`config.mk`:
```
export PLATFORM = sky130hd
export DESIGN_NAME = ultrasonic_echo_ranger_unit
export DESIGN_NICKNAME = d
export VERILOG_FILES = /design/src/rtl/uer_pkg.sv /design/src/rtl/uer_regs.sv /design/src/rtl/uer_div.sv /design/src/rtl/uer_dp.sv /design/src/rtl/uer_ctrl.sv /design/src/rtl/ultrasonic_echo_ranger_unit.sv
export VERILOG_INCLUDE_DIRS = /design/src /design/src/rtl
export SDC_FILE = /design/constraint.sdc
export NUM_CORES = 1
export LEC_CHECK = 0
export ABC_AREA = 1
export BUFFER_PORTS_ARGS = -buffer_cell sky130_fd_sc_hd__clkbuf_2
export CELL_PAD_IN_SITES_DETAIL_PLACEMENT = 0
export CELL_PAD_IN_SITES_GLOBAL_PLACEMENT = 1
export CORE_ASPECT_RATIO = 1.75
export CORE_MARGIN = 2
export CORE_UTILIZATION = 43
export CTS_CLUSTER_SIZE = 28
export DETAILED_ROUTE_END_ITERATION = 6
export GPL_ROUTABILITY_DRIVEN = 1
export PLACE_DENSITY_LB_ADDON = 0.12
export SYNTH_ARGS = -nofsm -noshare
export SYNTH_HDL_FRONTEND = slang
export SYNTH_HIERARCHICAL = 1
export SYNTH_SLANG_ARGS = --single-unit
```
`constraint.sdc`:
```
create_clock -name clk_i -period 13.4 [get_ports clk_i]
set_clock_uncertainty 0.05 [all_clocks]
set_input_delay 1.34 -clock clk_i [delete_from_list [all_inputs] [get_ports clk_i]]
set_output_delay 1.34 -clock clk_i [all_outputs]
set_load 0.02 [all_outputs]
```
`src/rtl/assert_macros.svh`:
```
// Assertion macros shared by the ultrasonic echo ranger RTL.
// Needs no other file; the modules that check their own logic include it.
`ifndef ASSERT_MACROS_SVH
`define ASSERT_MACROS_SVH

`ifndef NO_ASSERTIONS
// Checks a property on the module's own clk_i, suspended while rst_ni is low.
`define UER_ASSERT(lbl, prop, msg) \
  lbl: assert property (@(posedge clk_i) disable iff (!rst_ni) prop) else $error(msg);
// Checks a property on an explicitly named clock and active-low reset.
`define UER_ASSERT_CLK(lbl, clk, rst_n, prop, msg) \
  lbl: assert property (@(posedge clk) disable iff (!rst_n) prop) else $error(msg);
`else
`define UER_ASSERT(lbl, prop, msg)
`define UER_ASSERT_CLK(lbl, clk, rst_n, prop, msg)
`endif

`endif

```
`src/rtl/uer_pkg.sv`:
```
// Shared types and constants of the ultrasonic echo ranger.
// Has no dependencies; every RTL module of the block refers to it by scoped names.
`default_nettype none

package uer_pkg;

  // Widths fixed by the register and result fields.
  localparam int unsigned CNT_W   = 16;
  localparam int unsigned SCALE_W = 4;
  localparam int unsigned OBS_W   = 10;
  localparam int unsigned TICK_W  = 20;
  localparam int unsigned CM_W    = 13;
  localparam int unsigned HUND_W  = 7;
  localparam int unsigned TENS_W  = 10;
  localparam int unsigned DIGIT_W = 4;

  // Register file layout.
  localparam int unsigned ADDR_W = 4;
  localparam int unsigned DATA_W = 32;

  typedef enum logic [1:0] {
    REG_SCALE    = 2'd0,
    REG_TIMEOUT  = 2'd1,
    REG_OBSTACLE = 2'd2,
    REG_GAP      = 2'd3
  } reg_idx_e;

  // Register reset values.
  localparam logic [SCALE_W-1:0] SCALE_RST   = 4'd3;
  localparam logic [CNT_W-1:0]   TIMEOUT_RST = 16'd20000;
  localparam logic [OBS_W-1:0]   OBSTACLE_RST = 10'd13;
  localparam logic [TICK_W-1:0]  GAP_RST     = 20'd100000;

  // Reciprocal constants: floor(x/10) = (x*52429)>>19 for x below 2^16,
  // floor(x/100) = (x*5243)>>19 for x below 2^13.
  localparam logic [15:0] DIV10_MUL  = 16'd52429;
  localparam logic [12:0] DIV100_MUL = 13'd5243;
  localparam int unsigned RECIP_SHIFT = 19;

  typedef struct packed {
    logic [SCALE_W-1:0] scale_divisor;
    logic [CNT_W-1:0]   timeout_ticks;
    logic [OBS_W-1:0]   obstacle_cm;
    logic [TICK_W-1:0]  gap_ticks;
  } cfg_t;

  typedef struct packed {
    logic [CNT_W-1:0]   echo_count;
    logic [CM_W-1:0]    distance_cm;
    logic [HUND_W-1:0]  digit_hundreds;
    logic [DIGIT_W-1:0] digit_tens;
    logic [DIGIT_W-1:0] digit_units;
    logic               obstacle;
    logic               timed_out;
  } res_t;

  // Controller to datapath.
  typedef struct packed {
    logic accept;
    logic div_start;
    logic cm_en;
    logic dig_en;
    logic save_en;
  } ctrl_cmd_t;

  // Datapath to controller.
  typedef struct packed {
    logic finish;
    logic div_done;
    logic out_free;
  } dp_status_t;

endpackage

`default_nettype wire

```
`src/rtl/uer_regs.sv`:
```
// Configuration register file of the echo ranger behind an APB-style port.
// Depends on uer_pkg for the register layout and reset values.
`default_nettype none

module uer_regs (
  input  wire logic                        clk_i,
  input  wire logic                        rst_ni,
  input  wire logic                        psel,
  input  wire logic                        penable,
  input  wire logic                        pwrite,
  input  wire logic [uer_pkg::ADDR_W-1:0]  paddr,
  input  wire logic [uer_pkg::DATA_W-1:0]  pwdata,
  output logic      [uer_pkg::DATA_W-1:0]  prdata,
  output logic                             pready,
  output uer_pkg::cfg_t                    cfg_o
);

  uer_pkg::cfg_t    cfg_q;
  uer_pkg::reg_idx_e idx;
  logic             wr_en;

  assign idx    = uer_pkg::reg_idx_e'(paddr[3:2]);
  assign wr_en  = psel && penable && pwrite;
  assign pready = 1'b1;
  assign cfg_o  = cfg_q;

  // Register writes in the access cycle.
  always_ff @(posedge clk_i or negedge rst_ni) begin
    if (!rst_ni) begin
      cfg_q.scale_divisor <= uer_pkg::SCALE_RST;
      cfg_q.timeout_ticks <= uer_pkg::TIMEOUT_RST;
      cfg_q.obstacle_cm   <= uer_pkg::OBSTACLE_RST;
      cfg_q.gap_ticks     <= uer_pkg::GAP_RST;
    end else if (wr_en) begin
      unique case (idx)
        uer_pkg::REG_SCALE:    cfg_q.scale_divisor <= pwdata[uer_pkg::SCALE_W-1:0];
        uer_pkg::REG_TIMEOUT:  cfg_q.timeout_ticks <= pwdata[uer_pkg::CNT_W-1:0];
        uer_pkg::REG_OBSTACLE: cfg_q.obstacle_cm   <= pwdata[uer_pkg::OBS_W-1:0];
        uer_pkg::REG_GAP:      cfg_q.gap_ticks     <= pwdata[uer_pkg::TICK_W-1:0];
        default: ;
      endcase
    end
  end

  // Read-back of the addressed register.
  always_comb begin
    prdata = '0;
    unique case (idx)
      uer_pkg::REG_SCALE:    prdata = 32'(cfg_q.scale_divisor);
      uer_pkg::REG_TIMEOUT:  prdata = 32'(cfg_q.timeout_ticks);
      uer_pkg::REG_OBSTACLE: prdata = 32'(cfg_q.obstacle_cm);
      uer_pkg::REG_GAP:      prdata = 32'(cfg_q.gap_ticks);
      default:               prdata = '0;
    endcase
  end

endmodule

`default_nettype wire

```
`src/rtl/uer_div.sv`:
```
// Restoring serial divider: one quotient bit per cycle for the echo count.
// Depends on uer_pkg for the count and divisor widths.
`default_nettype none

module uer_div (
  input  wire logic                         clk_i,
  input  wire logic                         rst_ni,
  input  wire logic                         start_i,
  input  wire logic [uer_pkg::CNT_W-1:0]    dividend_i,
  input  wire logic [uer_pkg::SCALE_W-1:0]  divisor_i,
  output logic      [uer_pkg::CNT_W-1:0]    quot_o,
  output logic                              done_o
);

  localparam int unsigned STEP_W = $clog2(uer_pkg::CNT_W);
  localparam logic [STEP_W-1:0] LAST_STEP = STEP_W'(uer_pkg::CNT_W - 1);

  logic                        busy_q, busy_d;
  logic [STEP_W-1:0]           step_q, step_d;
  logic [uer_pkg::SCALE_W-1:0] rem_q, rem_d;
  logic [uer_pkg::SCALE_W-1:0] dvs_q, dvs_d;
  logic [uer_pkg::CNT_W-1:0]   quo_q, quo_d;
  logic [uer_pkg::SCALE_W:0]   trial;
  logic                        ge;

  assign trial  = {rem_q, quo_q[uer_pkg::CNT_W-1]};
  assign ge     = trial >= {1'b0, dvs_q};
  assign done_o = busy_q && (step_q == LAST_STEP);
  assign quot_o = quo_q;

  // One shift-and-subtract step per cycle; the dividend shifts out as the
  // quotient shifts in.
  always_comb begin
    busy_d = busy_q;
    step_d = step_q;
    rem_d  = rem_q;
    dvs_d  = dvs_q;
    quo_d  = quo_q;
    if (start_i) begin
      busy_d = 1'b1;
      step_d = '0;
      rem_d  = '0;
      dvs_d  = divisor_i;
      quo_d  = dividend_i;
    end else if (busy_q) begin
      rem_d  = ge ? uer_pkg::SCALE_W'(trial - {1'b0, dvs_q})
                  : trial[uer_pkg::SCALE_W-1:0];
      quo_d  = {quo_q[uer_pkg::CNT_W-2:0], ge};
      step_d = step_q + 1'b1;
      if (step_q == LAST_STEP) begin
        busy_d = 1'b0;
      end
    end
  end

  always_ff @(posedge clk_i or negedge rst_ni) begin
    if (!rst_ni) begin
      busy_q <= 1'b0;
      step_q <= '0;
    end else begin
      busy_q <= busy_d;
      step_q <= step_d;
    end
  end

  always_ff @(posedge clk_i) begin
    rem_q <= rem_d;
    dvs_q <= dvs_d;
    quo_q <= quo_d;
  end

endmodule

`default_nettype wire

```
`src/rtl/uer_dp.sv`:
```
// Datapath of the echo ranger: tick phase sequencing, echo counting, the
// distance and digit arithmetic, the last-result store and the output register.
// Depends on uer_pkg and instantiates uer_div.
`default_nettype none
`include "assert_macros.svh"

module uer_dp #(
  parameter int unsigned COUNT_BITS   = 16,
  parameter int unsigned SETTLE_TICKS = 2,
  parameter int unsigned PULSE_TICKS  = 10
) (
  input  wire logic                clk_i,
  input  wire logic                rst_ni,
  input  uer_pkg::cfg_t            cfg_i,
  input  uer_pkg::ctrl_cmd_t       cmd_i,
  output uer_pkg::dp_status_t      status_o,
  input  wire logic                echo_i,
  output logic                     out_valid_o,
  input  wire logic                out_ready_i,
  output logic                     out_trig_o,
  output logic                     out_done_o,
  output uer_pkg::res_t            out_res_o
);

  localparam int unsigned LW = (COUNT_BITS > uer_pkg::CNT_W) ? COUNT_BITS : uer_pkg::CNT_W;
  localparam logic [LW-1:0] CMASK = {LW{1'b1}} >> (LW - COUNT_BITS);
  localparam logic [uer_pkg::TICK_W-1:0] SETTLE_W = uer_pkg::TICK_W'(SETTLE_TICKS);
  localparam logic [uer_pkg::TICK_W-1:0] PULSE_W  = uer_pkg::TICK_W'(PULSE_TICKS);

  typedef enum logic [2:0] {
    PH_SETTLE = 3'd0,
    PH_PULSE  = 3'd1,
    PH_WAIT   = 3'd2,
    PH_COUNT  = 3'd3,
    PH_GAP    = 3'd4
  } phase_e;

  phase_e                      phase_q, phase_d;
  logic [uer_pkg::TICK_W-1:0]  ticks_q, ticks_d, ticks_inc;
  logic [COUNT_BITS-1:0]       pulse_q, pulse_d;
  logic [LW-1:0]               limit, pc_base, pc_inc;
  logic [LW-1:0]               cnt_next;
  logic                        trig, fin, hit;

  // Measurement in flight.
  logic [uer_pkg::CNT_W-1:0]   cnt_q;
  logic                        hit_q;
  logic                        trig_q;
  logic [uer_pkg::CNT_W-1:0]   quot;
  logic                        div_done;
  logic [uer_pkg::SCALE_W-1:0] scale_eff;
  logic [31:0]                 prod_cm;
  logic [uer_pkg::CM_W-1:0]    cm_q;
  logic [28:0]                 prod_q10;
  logic [25:0]                 prod_q100;
  logic [uer_pkg::TENS_W-1:0]  q10_q;
  logic [uer_pkg::HUND_W-1:0]  q100_q;
  logic                        obs_q;
  logic [uer_pkg::TENS_W-1:0]  tens_full;
  logic [uer_pkg::CM_W-1:0]    units_full;

  uer_pkg::res_t               last_q, new_res;
  logic                        out_valid_q;
  logic                        out_trig_q;
  logic                        out_done_q;
  uer_pkg::res_t               out_res_q;
  logic                        out_free;

  // Effective count limit: timeout clamped to the counter range.
  always_comb begin
    limit = LW'(cfg_i.timeout_ticks);
    if (limit > CMASK) begin
      limit = CMASK;
    end
  end

  assign ticks_inc = ticks_q + 1'b1;
  assign pc_base   = (phase_q == PH_WAIT) ? '0 : LW'(pulse_q);
  assign pc_inc    = (pc_base < limit) ? (pc_base + 1'b1) : pc_base;

  // Next phase for one tick.
  always_comb begin
    trig    = 1'b0;
    fin     = 1'b0;
    hit     = 1'b0;
    phase_d = phase_q;
    ticks_d = ticks_q;
    pulse_d = pulse_q;
    unique case (phase_q) inside
      PH_PULSE: begin
        trig = 1'b1;
        if (ticks_inc >= PULSE_W) begin
          phase_d = PH_WAIT;
          ticks_d = '0;
        end else begin
          ticks_d = ticks_inc;
        end
      end
      PH_WAIT, PH_COUNT: begin
        if (echo_i) begin
          phase_d = PH_COUNT;
          pulse_d = COUNT_BITS'(pc_inc);
          if (pc_inc >= limit) begin
            fin = 1'b1;
            hit = 1'b1;
          end
        end else if (phase_q == PH_COUNT) begin
          fin = 1'b1;
        end
        if (fin) begin
          ticks_d = '0;
          phase_d = (cfg_i.gap_ticks == '0) ? PH_SETTLE : PH_GAP;
        end
      end
      PH_GAP: begin
        if (ticks_inc >= cfg_i.gap_ticks) begin
          phase_d = PH_SETTLE;
          ticks_d = '0;
        end else begin
          ticks_d = ticks_inc;
        end
      end
      default: begin
        // Settle phase; an unknown code restarts it, counting that tick as its first.
        if (phase_q != PH_SETTLE) begin
          if (SETTLE_W <= 1) begin
            phase_d = PH_PULSE;
            ticks_d = '0;
          end else begin
            phase_d = PH_SETTLE;
            ticks_d = 20'd1;
          end
        end else if (ticks_inc >= SETTLE_W) begin
          phase_d = PH_PULSE;
          ticks_d = '0;
        end else begin
          ticks_d = ticks_inc;
        end
      end
    endcase
  end

  // Phase registers advance once per accepted tick.
  always_ff @(posedge clk_i or negedge rst_ni) begin
    if (!rst_ni) begin
      phase_q <= PH_SETTLE;
      ticks_q <= '0;
      pulse_q <= '0;
    end else if (cmd_i.accept) begin
      phase_q <= phase_d;
      ticks_q <= ticks_d;
      pulse_q <= pulse_d;
    end
  end

  // The count a measurement ends with: the updated count on a high tick, the
  // held count when the echo falls.
  assign cnt_next = LW'(pulse_d);

  // Capture of the finished measurement.
  always_ff @(posedge clk_i) begin
    if (cmd_i.div_start) begin
      cnt_q  <= cnt_next[uer_pkg::CNT_W-1:0];
      hit_q  <= hit;
      trig_q <= trig;
    end
  end

  assign scale_eff = (cfg_i.scale_divisor == '0) ? 4'd1 : cfg_i.scale_divisor;

  uer_div u_div (
    .clk_i      (clk_i),
    .rst_ni     (rst_ni),
    .start_i    (cmd_i.div_start),
    .dividend_i (cnt_next[uer_pkg::CNT_W-1:0]),
    .divisor_i  (scale_eff),
    .quot_o     (quot),
    .done_o     (div_done)
  );

  // Distance in cm, then its quotients by ten and a hundred.
  assign prod_cm   = quot * uer_pkg::DIV10_MUL;
  assign prod_q10  = cm_q * uer_pkg::DIV10_MUL;
  assign prod_q100 = cm_q * uer_pkg::DIV100_MUL;

  always_ff @(posedge clk_i) begin
    if (cmd_i.cm_en) begin
      cm_q <= prod_cm[31:uer_pkg::RECIP_SHIFT];
    end
    if (cmd_i.dig_en) begin
      q10_q  <= prod_q10[28:uer_pkg::RECIP_SHIFT];
      q100_q <= prod_q100[25:uer_pkg::RECIP_SHIFT];
      obs_q  <= cm_q < uer_pkg::CM_W'(cfg_i.obstacle_cm);
    end
  end

  // Digits: remainders after the quotients, each times ten by shift and add.
  assign tens_full  = q10_q - ((uer_pkg::TENS_W'(q100_q) << 3) + (uer_pkg::TENS_W'(q100_q) << 1));
  assign units_full = cm_q - ((uer_pkg::CM_W'(q10_q) << 3) + (uer_pkg::CM_W'(q10_q) << 1));

  always_comb begin
    new_res.echo_count     = cnt_q;
    new_res.distance_cm    = cm_q;
    new_res.digit_hundreds = q100_q;
    new_res.digit_tens     = tens_full[uer_pkg::DIGIT_W-1:0];
    new_res.digit_units    = units_full[uer_pkg::DIGIT_W-1:0];
    new_res.obstacle       = obs_q;
    new_res.timed_out      = hit_q;
  end

  // Last completed measurement, all zero before the first one.
  always_ff @(posedge clk_i or negedge rst_ni) begin
    if (!rst_ni) begin
      last_q <= '0;
    end else if (cmd_i.save_en) begin
      last_q <= new_res;
    end
  end

  // Output register: an ordinary tick loads at accept, a finishing tick at save.
  assign out_free = !out_valid_q || out_ready_i;

  always_ff @(posedge clk_i or negedge rst_ni) begin
    if (!rst_ni) begin
      out_valid_q <= 1'b0;
    end else if ((cmd_i.accept && !fin) || cmd_i.save_en) begin
      out_valid_q <= 1'b1;
    end else if (out_ready_i) begin
      out_valid_q <= 1'b0;
    end
  end

  always_ff @(posedge clk_i) begin
    if (cmd_i.save_en) begin
      out_trig_q <= trig_q;
      out_done_q <= 1'b1;
      out_res_q  <= new_res;
    end else if (cmd_i.accept && !fin) begin
      out_trig_q <= trig;
      out_done_q <= 1'b0;
      out_res_q  <= last_q;
    end
  end

  assign status_o.finish   = fin;
  assign status_o.div_done = div_done;
  assign status_o.out_free = out_free;
  assign out_valid_o = out_valid_q;
  assign out_trig_o  = out_trig_q;
  assign out_done_o  = out_done_q;
  assign out_res_o   = out_res_q;

  `UER_ASSERT(a_digits_decimal,
              out_valid_q && out_done_q |->
                (out_res_q.digit_tens <= 4'd9 && out_res_q.digit_units <= 4'd9),
              "decimal digit out of range")
  `UER_ASSERT(a_finish_leaves_count,
              cmd_i.accept && fin |=> (phase_q == PH_GAP || phase_q == PH_SETTLE),
              "measurement end did not leave the count phase")
  `UER_ASSERT(a_count_nonzero,
              phase_q == PH_COUNT |-> pulse_q != '0,
              "count phase entered without a counted tick")

endmodule

`default_nettype wire

```
`src/rtl/uer_ctrl.sv`:
```
// Controller of the echo ranger: input handshake and the sequence of
// divide, distance, digit and save steps after a finished measurement.
// Depends on uer_pkg for the command and status structs.
`default_nettype none
`include "assert_macros.svh"

module uer_ctrl (
  input  wire logic           clk_i,
  input  wire logic           rst_ni,
  input  wire logic           in_valid_i,
  output logic                in_ready_o,
  input  uer_pkg::dp_status_t status_i,
  output uer_pkg::ctrl_cmd_t  cmd_o
);

  typedef enum logic [2:0] {
    ST_TICK = 3'd0,
    ST_DIV  = 3'd1,
    ST_CM   = 3'd2,
    ST_DIG  = 3'd3,
    ST_SAVE = 3'd4
  } state_e;

  state_e state_q, state_d;
  logic   ready;

  assign ready      = (state_q == ST_TICK) && status_i.out_free;
  assign in_ready_o = ready;

  // Commands and next state.
  always_comb begin
    cmd_o     = '0;
    state_d   = state_q;
    unique case (state_q)
      ST_TICK: begin
        cmd_o.accept = in_valid_i && ready;
        if (cmd_o.accept && status_i.finish) begin
          cmd_o.div_start = 1'b1;
          state_d         = ST_DIV;
        end
      end
      ST_DIV: begin
        if (status_i.div_done) begin
          state_d = ST_CM;
        end
      end
      ST_CM: begin
        cmd_o.cm_en = 1'b1;
        state_d     = ST_DIG;
      end
      ST_DIG: begin
        cmd_o.dig_en = 1'b1;
        state_d      = ST_SAVE;
      end
      ST_SAVE: begin
        if (status_i.out_free) begin
          cmd_o.save_en = 1'b1;
          state_d       = ST_TICK;
        end
      end
      default: state_d = ST_TICK;
    endcase
  end

  always_ff @(posedge clk_i or negedge rst_ni) begin
    if (!rst_ni) begin
      state_q <= ST_TICK;
    end else begin
      state_q <= state_d;
    end
  end

  `UER_ASSERT(a_finish_starts_div, cmd_o.accept && status_i.finish |=> state_q == ST_DIV, "finished measurement did not start the divider")
  `UER_ASSERT(a_div_done_to_cm, state_q == ST_DIV && status_i.div_done |=> state_q == ST_CM, "divider result not taken")
  `UER_ASSERT(a_save_returns, cmd_o.save_en |=> state_q == ST_TICK && !cmd_o.div_start, "save did not return to tick handling")

endmodule

`default_nettype wire

```
`src/rtl/ultrasonic_echo_ranger_unit.sv`:
```
// Top level of the ultrasonic echo ranger: register file, controller and datapath.
// Depends on uer_pkg, uer_regs, uer_ctrl, uer_dp and uer_div.
//
// Each input item is one microsecond tick with the sampled echo level, and each
// item yields exactly one result item with the trigger level to drive and the
// last completed measurement. An ordinary tick's result is in the output
// register in the cycle after it is accepted; the input takes a new item
// every cycle while the sink keeps taking results. The tick that ends a
// measurement shows its result only after the serial divider (one quotient bit
// per cycle) has been started and run and the distance multiply, the digit
// multiplies and the save have followed; no further item is accepted until then.
// The user must see that registers are written only while the block idles; the block does not enforce it.
`default_nettype none

module ultrasonic_echo_ranger_unit #(
  parameter int unsigned COUNT_BITS   = 16,
  parameter int unsigned SETTLE_TICKS = 2,
  parameter int unsigned PULSE_TICKS  = 10
) (
  input  wire logic                        clk_i,
  input  wire logic                        rst_ni,
  // Configuration port.
  input  wire logic                        psel,
  input  wire logic                        penable,
  input  wire logic                        pwrite,
  input  wire logic [uer_pkg::ADDR_W-1:0]  paddr,
  input  wire logic [uer_pkg::DATA_W-1:0]  pwdata,
  output logic      [uer_pkg::DATA_W-1:0]  prdata,
  output logic                             pready,
  // Tick input.
  input  wire logic                        s_axis_tvalid,
  output logic                             s_axis_tready,
  input  wire logic [7:0]                  s_axis_tdata,  // [0] echo_level, [7:1] zero
  // Result output.
  output logic                             m_axis_tvalid,
  input  wire logic                        m_axis_tready,
  // [0] trigger_level, [16:1] echo_count, [29:17] distance_cm,
  // [36:30] digit_hundreds, [40:37] digit_tens, [44:41] digit_units,
  // [45] obstacle, [46] timed_out, [47] zero
  output logic      [47:0]                 m_axis_tdata,
  output logic                             m_axis_tuser   // [0] done_res
);

  uer_pkg::cfg_t       cfg;
  uer_pkg::ctrl_cmd_t  cmd;
  uer_pkg::dp_status_t status;
  logic                out_trig;
  logic                out_done;
  uer_pkg::res_t       out_res;

  uer_regs u_regs (
    .clk_i   (clk_i),
    .rst_ni  (rst_ni),
    .psel    (psel),
    .penable (penable),
    .pwrite  (pwrite),
    .paddr   (paddr),
    .pwdata  (pwdata),
    .prdata  (prdata),
    .pready  (pready),
    .cfg_o   (cfg)
  );

  uer_ctrl u_ctrl (
    .clk_i      (clk_i),
    .rst_ni     (rst_ni),
    .in_valid_i (s_axis_tvalid),
    .in_ready_o (s_axis_tready),
    .status_i   (status),
    .cmd_o      (cmd)
  );

  uer_dp #(
    .COUNT_BITS   (COUNT_BITS),
    .SETTLE_TICKS (SETTLE_TICKS),
    .PULSE_TICKS  (PULSE_TICKS)
  ) u_dp (
    .clk_i       (clk_i),
    .rst_ni      (rst_ni),
    .cfg_i       (cfg),
    .cmd_i       (cmd),
    .status_o    (status),
    .echo_i      (s_axis_tdata[0]),
    .out_valid_o (m_axis_tvalid),
    .out_ready_i (m_axis_tready),
    .out_trig_o  (out_trig),
    .out_done_o  (out_done),
    .out_res_o   (out_res)
  );

  // Result fields packed from the lowest bit up.
  assign m_axis_tdata = {1'b0,
                         out_res.timed_out,
                         out_res.obstacle,
                         out_res.digit_units,
                         out_res.digit_tens,
                         out_res.digit_hundreds,
                         out_res.distance_cm,
                         out_res.echo_count,
                         out_trig};
  assign m_axis_tuser = out_done;

endmodule

`default_nettype wire
```
* After elaboration in Yosys (flattened, before gate mapping)
Index checks and enable logic that the tools add are counted.
Word-level totals: bits in registers 259, memory bits (writable) 0, output and inout bits 84, input bits 51, logic and storage cells 154, ROM bits 0, latch bits 0, memories kept 0
Operators by class: $lt $le $gt $ge 8, divide/modulo/power cells 0, muxes and demuxes 50, equal/unequal tests 19, shift operators 0, $mul 3, bitwise operators 0, reduce and logical (&&, ||, !) cells 29, add/sub/neg operators 8
Operators with widths (count):
- 32-bit case mux with 4 select lines | 1
- 16-bit two-way mux | 7
- 20-bit two-way mux | 5
- 46-bit two-way mux | 2
- 20-bit case mux with 3 select lines | 1
- 16-bit by 16-bit multiplier with 32-bit output, second input constant | 1
- 3-bit two-way mux | 10
- 13-bit by 13-bit multiplier with 26-bit output, second input constant | 1
- 13-bit by 16-bit multiplier with 23-bit output, second input constant | 1
- 20-bit by 1-bit adder with 20-bit output, second input constant | 1
- 20-bit by 2-bit >= comparator with 1-bit output, second input constant | 1
- 20-bit >= comparator | 1
- 20-bit by 4-bit >= comparator with 1-bit output, second input constant | 1
- 20-bit logical NOT | 1
- 1-bit two-way mux | 18
- 16-bit by 1-bit adder with 16-bit output, second input constant | 1
- 16-bit >= comparator | 1
- 16-bit > comparator, second input constant | 1
- 16-bit less-than comparator | 1
- 3-bit case mux with 5 select lines | 1
- 13-bit by 10-bit less-than comparator with 1-bit output | 1
- 3-bit by 2-bit equality test with 1-bit output, second input constant | 4
- 4-bit two-way mux | 3
- 2-bit AND reduction | 6
- other kinds (26) | 46

* Longest topological paths before layout
Gate-level depths: netlist of run 1.
word-level depth 15, gate-level depth with buffers 38, depth with buffers taken out 34

* Hierarchy
Netlist of run 1, hierarchy kept.
Modules (own cells, without submodules):
- uer_dp | cells an instance 2300, area an instance 20034.2 um^2, instances 1
- uer_regs | cells an instance 317, area an instance 2416.1 um^2, instances 1
- uer_div | cells an instance 148, area an instance 1392.6 um^2, instances 1
- uer_ctrl | cells an instance 35, area an instance 249.0 um^2, instances 1
- ultrasonic_echo_ranger_unit | cells an instance 3, area an instance 18.8 um^2, instances 1

* Worst setup path before layout of run 1
Ideal clock, no wire load.
path kind flip-flop to flip-flop, start reg u_dp.phase_q[0], end reg u_dp.u_div.quo_q (netlist bit u_dp/u_div/quot_o[0]), enable pin, setup time 366 ps, cell stages (with the launch flop) 29, slack 7846 ps, arrival time 5138 ps, path through dfrtp_1 > inv_1 > nand3_2 > buf_4 > nand2_1 > inv_1 > ha_1 > a21oi_1 > o21ai_0 > a41oi_1 > clkbuf_1 > nand3_1 > nand2_1 > inv_1 > ha_1 > nand2_1 > nor3_1 > nand3_1 > nand3_1 > nand2_1 > nand2_1 > nand2_1 > inv_1 > buf_4 > inv_1 > nor4_4 > buf_2 > nor2_4 > inv_1
RTL lines:
- start: declaration | RTL line uer_dp.sv:38 | phase_e phase_q, phase_d;
- start signal: assignment | RTL line uer_dp.sv:150 | phase_q <= phase_d;
- end signal: assignment | RTL line uer_div.sv:69 | quo_q <= quo_d;
- end: declaration | RTL line uer_div.sv:22 | logic [uer_pkg::CNT_W-1:0] quo_q, quo_d;

==> metrics.txt, run 1 <==
commonest non-fill, non-tap cells in the layout=nand2_1, inv_1, ha_1, fa_1, dfrtp_1; DRT Pass-1 Iters=5; Worst Setup Slack post-DPL=6.82 ns; IO Port Bufs=99; achievable clock frequency=0.152 GHz; Critical-path top delay cell=a41oi_2; DR WL/cell=18.1 microns; crit path launch type=flip-flop; Slew Limit Fails=0; IO Pins=135; Synth Cell Area=0.0241 sq mm; Setup Fix Bufs, Post-CTS=0; crit-path max FO=39; core area=0.0553 sq mm; vias in the first global route=18700; First DRT Iteration DRCs=809; die width=183 microns; Synth warnings=6; row count=114; ys async rst share=55.6%; layout cells sized above 1=8.65%; CP Capture Type=flip-flop; insertion delay to the later sink of the worst-skew pair=0.60 ns; Max-Cap Viols=0; PostCTS Resize Cnt=0; cts-stage hold buffer count=0; Netlist cell types=57; footprint of the multi-input gates=0.0147 sq mm; Syn-to-layout area delta=8.98%; post-layout worst setup margin=6.82 ns; minimum clock period=6.58 ns; die height=317 microns; #FFs+latches synth=259; die area=0.0581 sq mm; largest stage delay on the critical path=0.78 ns; most common cell after layout, fill and taps aside=nand2_1; clk slew on worst S/H paths=0.06 ns; Most used DFF post-synth=dfrtp_1; path type of the worst setup path=flip-flop to flip-flop; CTS tree=built; setup_tns=0 ns; status=complete, no violations; Mapped Avg Cell Area=8.60 sq um; setup violators final=0; Hold WC Path Type=flip-flop to flip-flop; starting density of the core=43.6%; Post-route DRC=0; register area share after synthesis=29.1%; clk root buf=clkbuf_16; hold path depth=2; gp weighted congestion=0.905; RSZ-0062 raised after global routing=no; maximum buffer depth of the clock tree=3; aggregate routed wire length=65200 microns; vias per cell=5.03; Seq. cell area=0.00703 sq mm; Hold Vio Cnt, Final=0; gr usage total=22.9%; Nets=3479; GRT overflow=0; largest net degree at the start of global routing=77; Via Count=18200; Layout fillers=5505; H-tree levels=1; Slew HR=26.2%; CTS Sinks=259; CP Data Required Time=13.55 ns; reg2reg path depth=28; WHS=0.411 ns; Slew @ Worst Pin=1.10 ns; first-pass GRT wire length=102000 microns; post-route ant nets=0; WP data arrival=6.73 ns; initial antenna violation count=2; post-DP HPWL=53700 microns; Syn Inst Count=2803; number of synthesized flops with an enable pin=110; final worst path period share=49.1%; TritonCTS buffer count=28
cell usage after synthesis, types with 31 or more instances:
cell,count,area [sq um]
a21oi_1,90,450
dfrtp_1,128,3200
edfxtp_1,110,3300
fa_1,184,3680
ha_1,353,4420
inv_1,536,2010
nand2_1,764,2870
nand3_1,126,631
nand4_1,31,194
nor2_1,104,390
o21ai_0,73,365
xor2_1,40,350
sequential cells by signal (all words and copies together), names as in the netlist:
| name | count |
|---|---|
| u_dp/q10_q | 4 |
| u_dp/u_div/busy_q | 1 |
| u_dp/pulse_q | 16 |
| u_dp/cnt_q | 16 |
| u_dp/u_div/step_q | 4 |
| u_dp/trig_q | 1 |
| u_dp/out_trig_o | 1 |
| u_dp/out_valid_o | 1 |
| u_dp/phase_q | 3 |
| u_dp/last_q | 46 |
| u_regs/cfg_o | 50 |
| u_dp/u_div/dvs_q | 4 |
| u_dp/out_res_o | 46 |
| u_dp/ticks_q | 20 |
| u_dp/q100_q | 7 |
| u_dp/u_div/rem_q | 4 |
| u_dp/hit_q | 1 |
| u_dp/obs_q | 1 |
| u_dp/cm_q | 13 |
| u_ctrl/state_q | 3 |
| u_dp/u_div/quot_o | 16 |
| u_dp/out_done_o | 1 |
path summary, 6_finish.rpt:
path / end / slack (ns) / from
worst min-delay path: u_dp/out_done_o / 0.41 / u_dp/out_done_o
worst max register to register: u_dp/u_div/quot_o[7] / 6.82 / u_dp/phase_q[0]
worst max-delay path: u_dp/u_div/quot_o[7] / 6.82 / u_dp/phase_q[0]
max in group asynchronous: u_dp/phase_q[1] / 11.10 / rst_ni
min in group asynchronous: u_dp/last_q[37] / 0.74 / rst_ni
worst min register to register: u_dp/out_done_o / 0.41 / u_dp/out_done_o
critical path: cells and delay by family (launching register included):
| family | cells | cell delay, ns |
|---|---|---|
| simple gates | 15 | 2.66 |
| compound gates | 3 | 1.07 |
| buf+inv | 8 | 1.51 |
| flops | 1 | 0.42 |
| fa+ha+maj | 2 | 0.44 |
metrics by stage:
| stage | cells | util [%] | cell area, sq um |
|---|---|---|---|
| 6_report | 3610 | 47.5 | 26300 |
| 5_1_grt | 3609 | 47.5 | 26300 |
| 4_1_cts | 3609 | 47.5 | 26300 |
| 3_5_place_dp | 3557 | 45.6 | 25300 |
| 3_3_place_gp | 3557 | 45.6 | 25300 |
| 2_1_floorplan | 2814 | - | 24200 |
layout make-up:
cell class	instances	share of cell area, %
multi-input cells	1944	56.0
flip-flops and latches	259	26.7
inverters	549	7.84
well taps	696	3.31
clock buffers	35	2.92
repair buffers	109	2.20
clock inverters	17	0.952
diodes	1	0.00952
metal layers:
metal | wire, microns | share of wire, % | global-route usage (%)
met4 | 3640 | 5.6 | 11.6
met5 | 26 | 0.040 | 0
met3 | 2180 | 3.3 | 2.68
met2 | 35600 | 55 | 44.9
met1 | 23800 | 36 | 23.8
logic make-up (layout without fill, tap and decap cells):
family / after synthesis / after routing / share of synthesized area (%)
AND/OR/NAND/NOR: 1120 / 1120 / 20.1
buffers and inverters: 611 / 710 / 10.1
adder cells (fa/ha/maj): 537 / 537 / 33.6
flip-flops: 259 / 259 / 29.1
AO/OA/AOI/OAI: 222 / 222 / 5.25
XOR/XNOR: 51 / 51 / 1.85
other: 3 / 15 / 0.0467
Power of run 1 is left out: the tool's default activity adds up to more than one toggle a clock period on the data nets, which glitch-free logic cannot reach.
==> run 2, diff against run 1 <==
ABC_AREA = 0   (was 1)
clock period = 5.9 ns   (was 13.4 ns; I/O delays follow)
==> metrics.txt, run 2 <==
First DRT Iteration DRCs=721; minimum clock period=5.75 ns; layout cells sized above 1=19.8%; n_diodes=0; Syn-to-layout area delta=13.2%; Core Util, Final=49.1%; CTS tree=built; achievable clock frequency=0.174 GHz; #FFs+latches synth=259; Worst Setup Slack post-DPL=-0.155 ns; die height=308 microns; largest net degree at the start of global routing=59; row count=111; synth cell count leaders=inv_1, ha_1, fa_1; Synth warnings=6; Via Count=15200; vias in the first global route=16700; Top Layer Used=met4; final worst path period share=97.5%; Hold WC Path Type=input port to flip-flop; hold path depth=2; first-pass GRT wire length=92400 microns; status=complete, no violations; Hold Vio Cnt, Final=0; met3 routed WL=1370 microns; DRT Pass-1 Iters=5; crit path launch=u_dp/phase_q[2]; crit-path max FO=7; most common cell after layout, fill and taps aside=inv_1; post-DP HPWL=49000 microns; critical path depth=22; critical path's top delay family=compound AO/OA/AOI/OAI gates; maximum buffer depth of the clock tree=3; wire length on met2=34200 microns; Post-route DRC=0; crit path launch type=flip-flop; Max-Cap Viols=0; number of synthesized flops with an enable pin=110; Yosys top cell area share=19.5%; IO Pins=135; Critical R2R Launch=u_dp/phase_q[2]; setup violators final=0; CP Data Required Time=6.17 ns; path type of the worst setup path=flip-flop to flip-flop; CP Capture Point=u_dp/u_div/quot_o[12]; register area share after synthesis=31.0%; Synth area leader=ha_1; Slew HR=22.3%; Critical-path top delay cell=or3b_4; Worst Path Buf+Inv=4; WP data arrival=6.02 ns; DR WL/cell=20.2 microns; vias per cell=5.17; Placement Cell Area=0.0245 sq mm; Most used DFF post-synth=dfrtp_1; core area=0.0522 sq mm; commonest non-fill, non-tap cells in the layout=inv_1, ha_1, fa_1, dfrtp_1, edfxtp_1; ys async rst share=55.6%; post-layout worst setup margin=0.149 ns; die area=0.0546 sq mm; gr usage total=22.3%; gp weighted congestion=0.882; CP cell instances=or3b_4 -> and2_4 -> ha_4 -> a21o_1 -> a211o_1 -> a211oi_4 -> o21ai_4 -> buf_4 -> or4_4 -> o21a_1 -> o21a_1 -> ha_4 -> nand4_1 -> a21oi_2 -> a221oi_2 -> buf_4 -> a21o_1 -> nand2b_4 -> inv_1 -> and3_4 -> clkbuf_16 -> mux2_2; post-route ant nets=0; Metal-1 WL=21700 microns; Nets=2833; H-tree levels=1; aggregate routed wire length=59600 microns; largest stage delay on the critical path=0.51 ns; most common cell in the synthesized netlist=inv_1; RSZ-0062 raised after global routing=yes; TritonCTS buffer count=27; Synth Cell Area=0.0227 sq mm; CP Capture Type=flip-flop; Netlist cell types=86; initial antenna violation count=0; IO Port Bufs=99; reg2reg end=u_dp/u_div/quot_o[12]; die width=178 microns; top post-synthesis cells by area=ha_1, fa_1, edfxtp_1, dfrtp_1, inv_1; Layout fillers=4950; Syn Inst Count=2062; reg2reg path depth=22; Mapped Avg Cell Area=11.0 sq um; Final Cell Area=0.0256 sq mm; GRT overflow=0; Slew @ Worst Pin=1.16 ns; clk root buf=clkbuf_16; insertion delay to the later sink of the worst-skew pair=0.58 ns; max reg flops=50; reg2reg setup slack=0.15 ns; clk slew on worst S/H paths=0.06 ns; Slew Limit Fails=0; CTS Sinks=259; starting density of the core=43.4%
[run 2: what timing repair did]
item                       CTS  global route
setup endpoints to repair   31           108
gates resized for setup      3            32
cloned                       0             3
hold buffers                 1             0
buffers inserted             0             8
hold endpoints to repair    47             0
pin swaps                    1            18
[run 2: metal layers]
| metal | GRT usage (%) | vias up |
|---|---|---|
| met3 | 1.89 | 82 |
| met5 | 0 | - |
| met4 | 7.32 | 0 |
| met1 | 23.5 | 7623 |
| met2 | 44.9 | 233 |
| li1 | - | 7275 |
[run 2: cells by family after synthesis]
family / Yosys count / share of synthesized area (%)
mux: 131 / 6.82
xor+xnor: 74 / 2.86
fa+ha+maj: 537 / 35.8
other cells: 3 / 0.0497
simple gates: 331 / 7.62
flops: 259 / 31.0
compound gates: 262 / 7.60
buf+inv: 465 / 8.28
[run 2: layout make-up]
| class | count | area, sq um | area share, % |
|---|---|---|---|
| Timing Repair Buffer | 209 | 1390 | 5.40 |
| Clock buffer | 30 | 687 | 2.68 |
| Clock inverter | 20 | 183 | 0.713 |
| Multi-Input combinational cell | 1351 | 14000 | 54.6 |
| Inverter | 397 | 1490 | 5.82 |
| Tap cell | 678 | 848 | 3.31 |
| Sequential cell | 259 | 7030 | 27.4 |
[run 2: worst reg2reg max path, stage by stage, from the launching register on]
cell and delay [ns]:
dfrtp_2 0.47, or3b_4 0.51, and2_4 0.22, ha_4 0.24, a21o_1 0.18, a211o_1 0.33, a211oi_4 0.29, o21ai_4 0.14
buf_4 0.17, or4_4 0.49, o21a_1 0.21, o21a_1 0.22, ha_4 0.28, nand4_1 0.10, a21oi_2 0.14, a221oi_2 0.10
buf_4 0.16, a21o_1 0.17, nand2b_4 0.14, inv_1 0.09, and3_4 0.27, clkbuf_16 0.19, mux2_2 0.33
[run 2: per-stage QoR]
| step | cells | hold slack [ns] | setup TNS (ns) |
|---|---|---|---|
| after floorplan | 2073 | 0.244 | 0 |
| after global placement | 2882 | 0.388 | -0.107 |
| after detailed placement | 2882 | 0.393 | -0.356 |
| after CTS | 2933 | 0.169 | 0 |
| after global routing | 2944 | 0.190 | -0.133 |
| final | 2944 | 0.200 | 0 |
[run 2: how the worst min path moves through the flow]
stage / from / end / slack (ns)
floorplan: rst_ni / u_ctrl/state_q[0] / 0.24
global placement: u_dp/out_done_o / u_dp/out_done_o / 0.39
detailed placement: u_dp/out_done_o / u_dp/out_done_o / 0.39
CTS: pwdata[19] / u_regs/cfg_o[19] / 0.17
global route: pwdata[17] / u_regs/cfg_o[17] / 0.19
finish: pwdata[19] / u_regs/cfg_o[19] / 0.20
Power of run 2 is left out for the same reason.
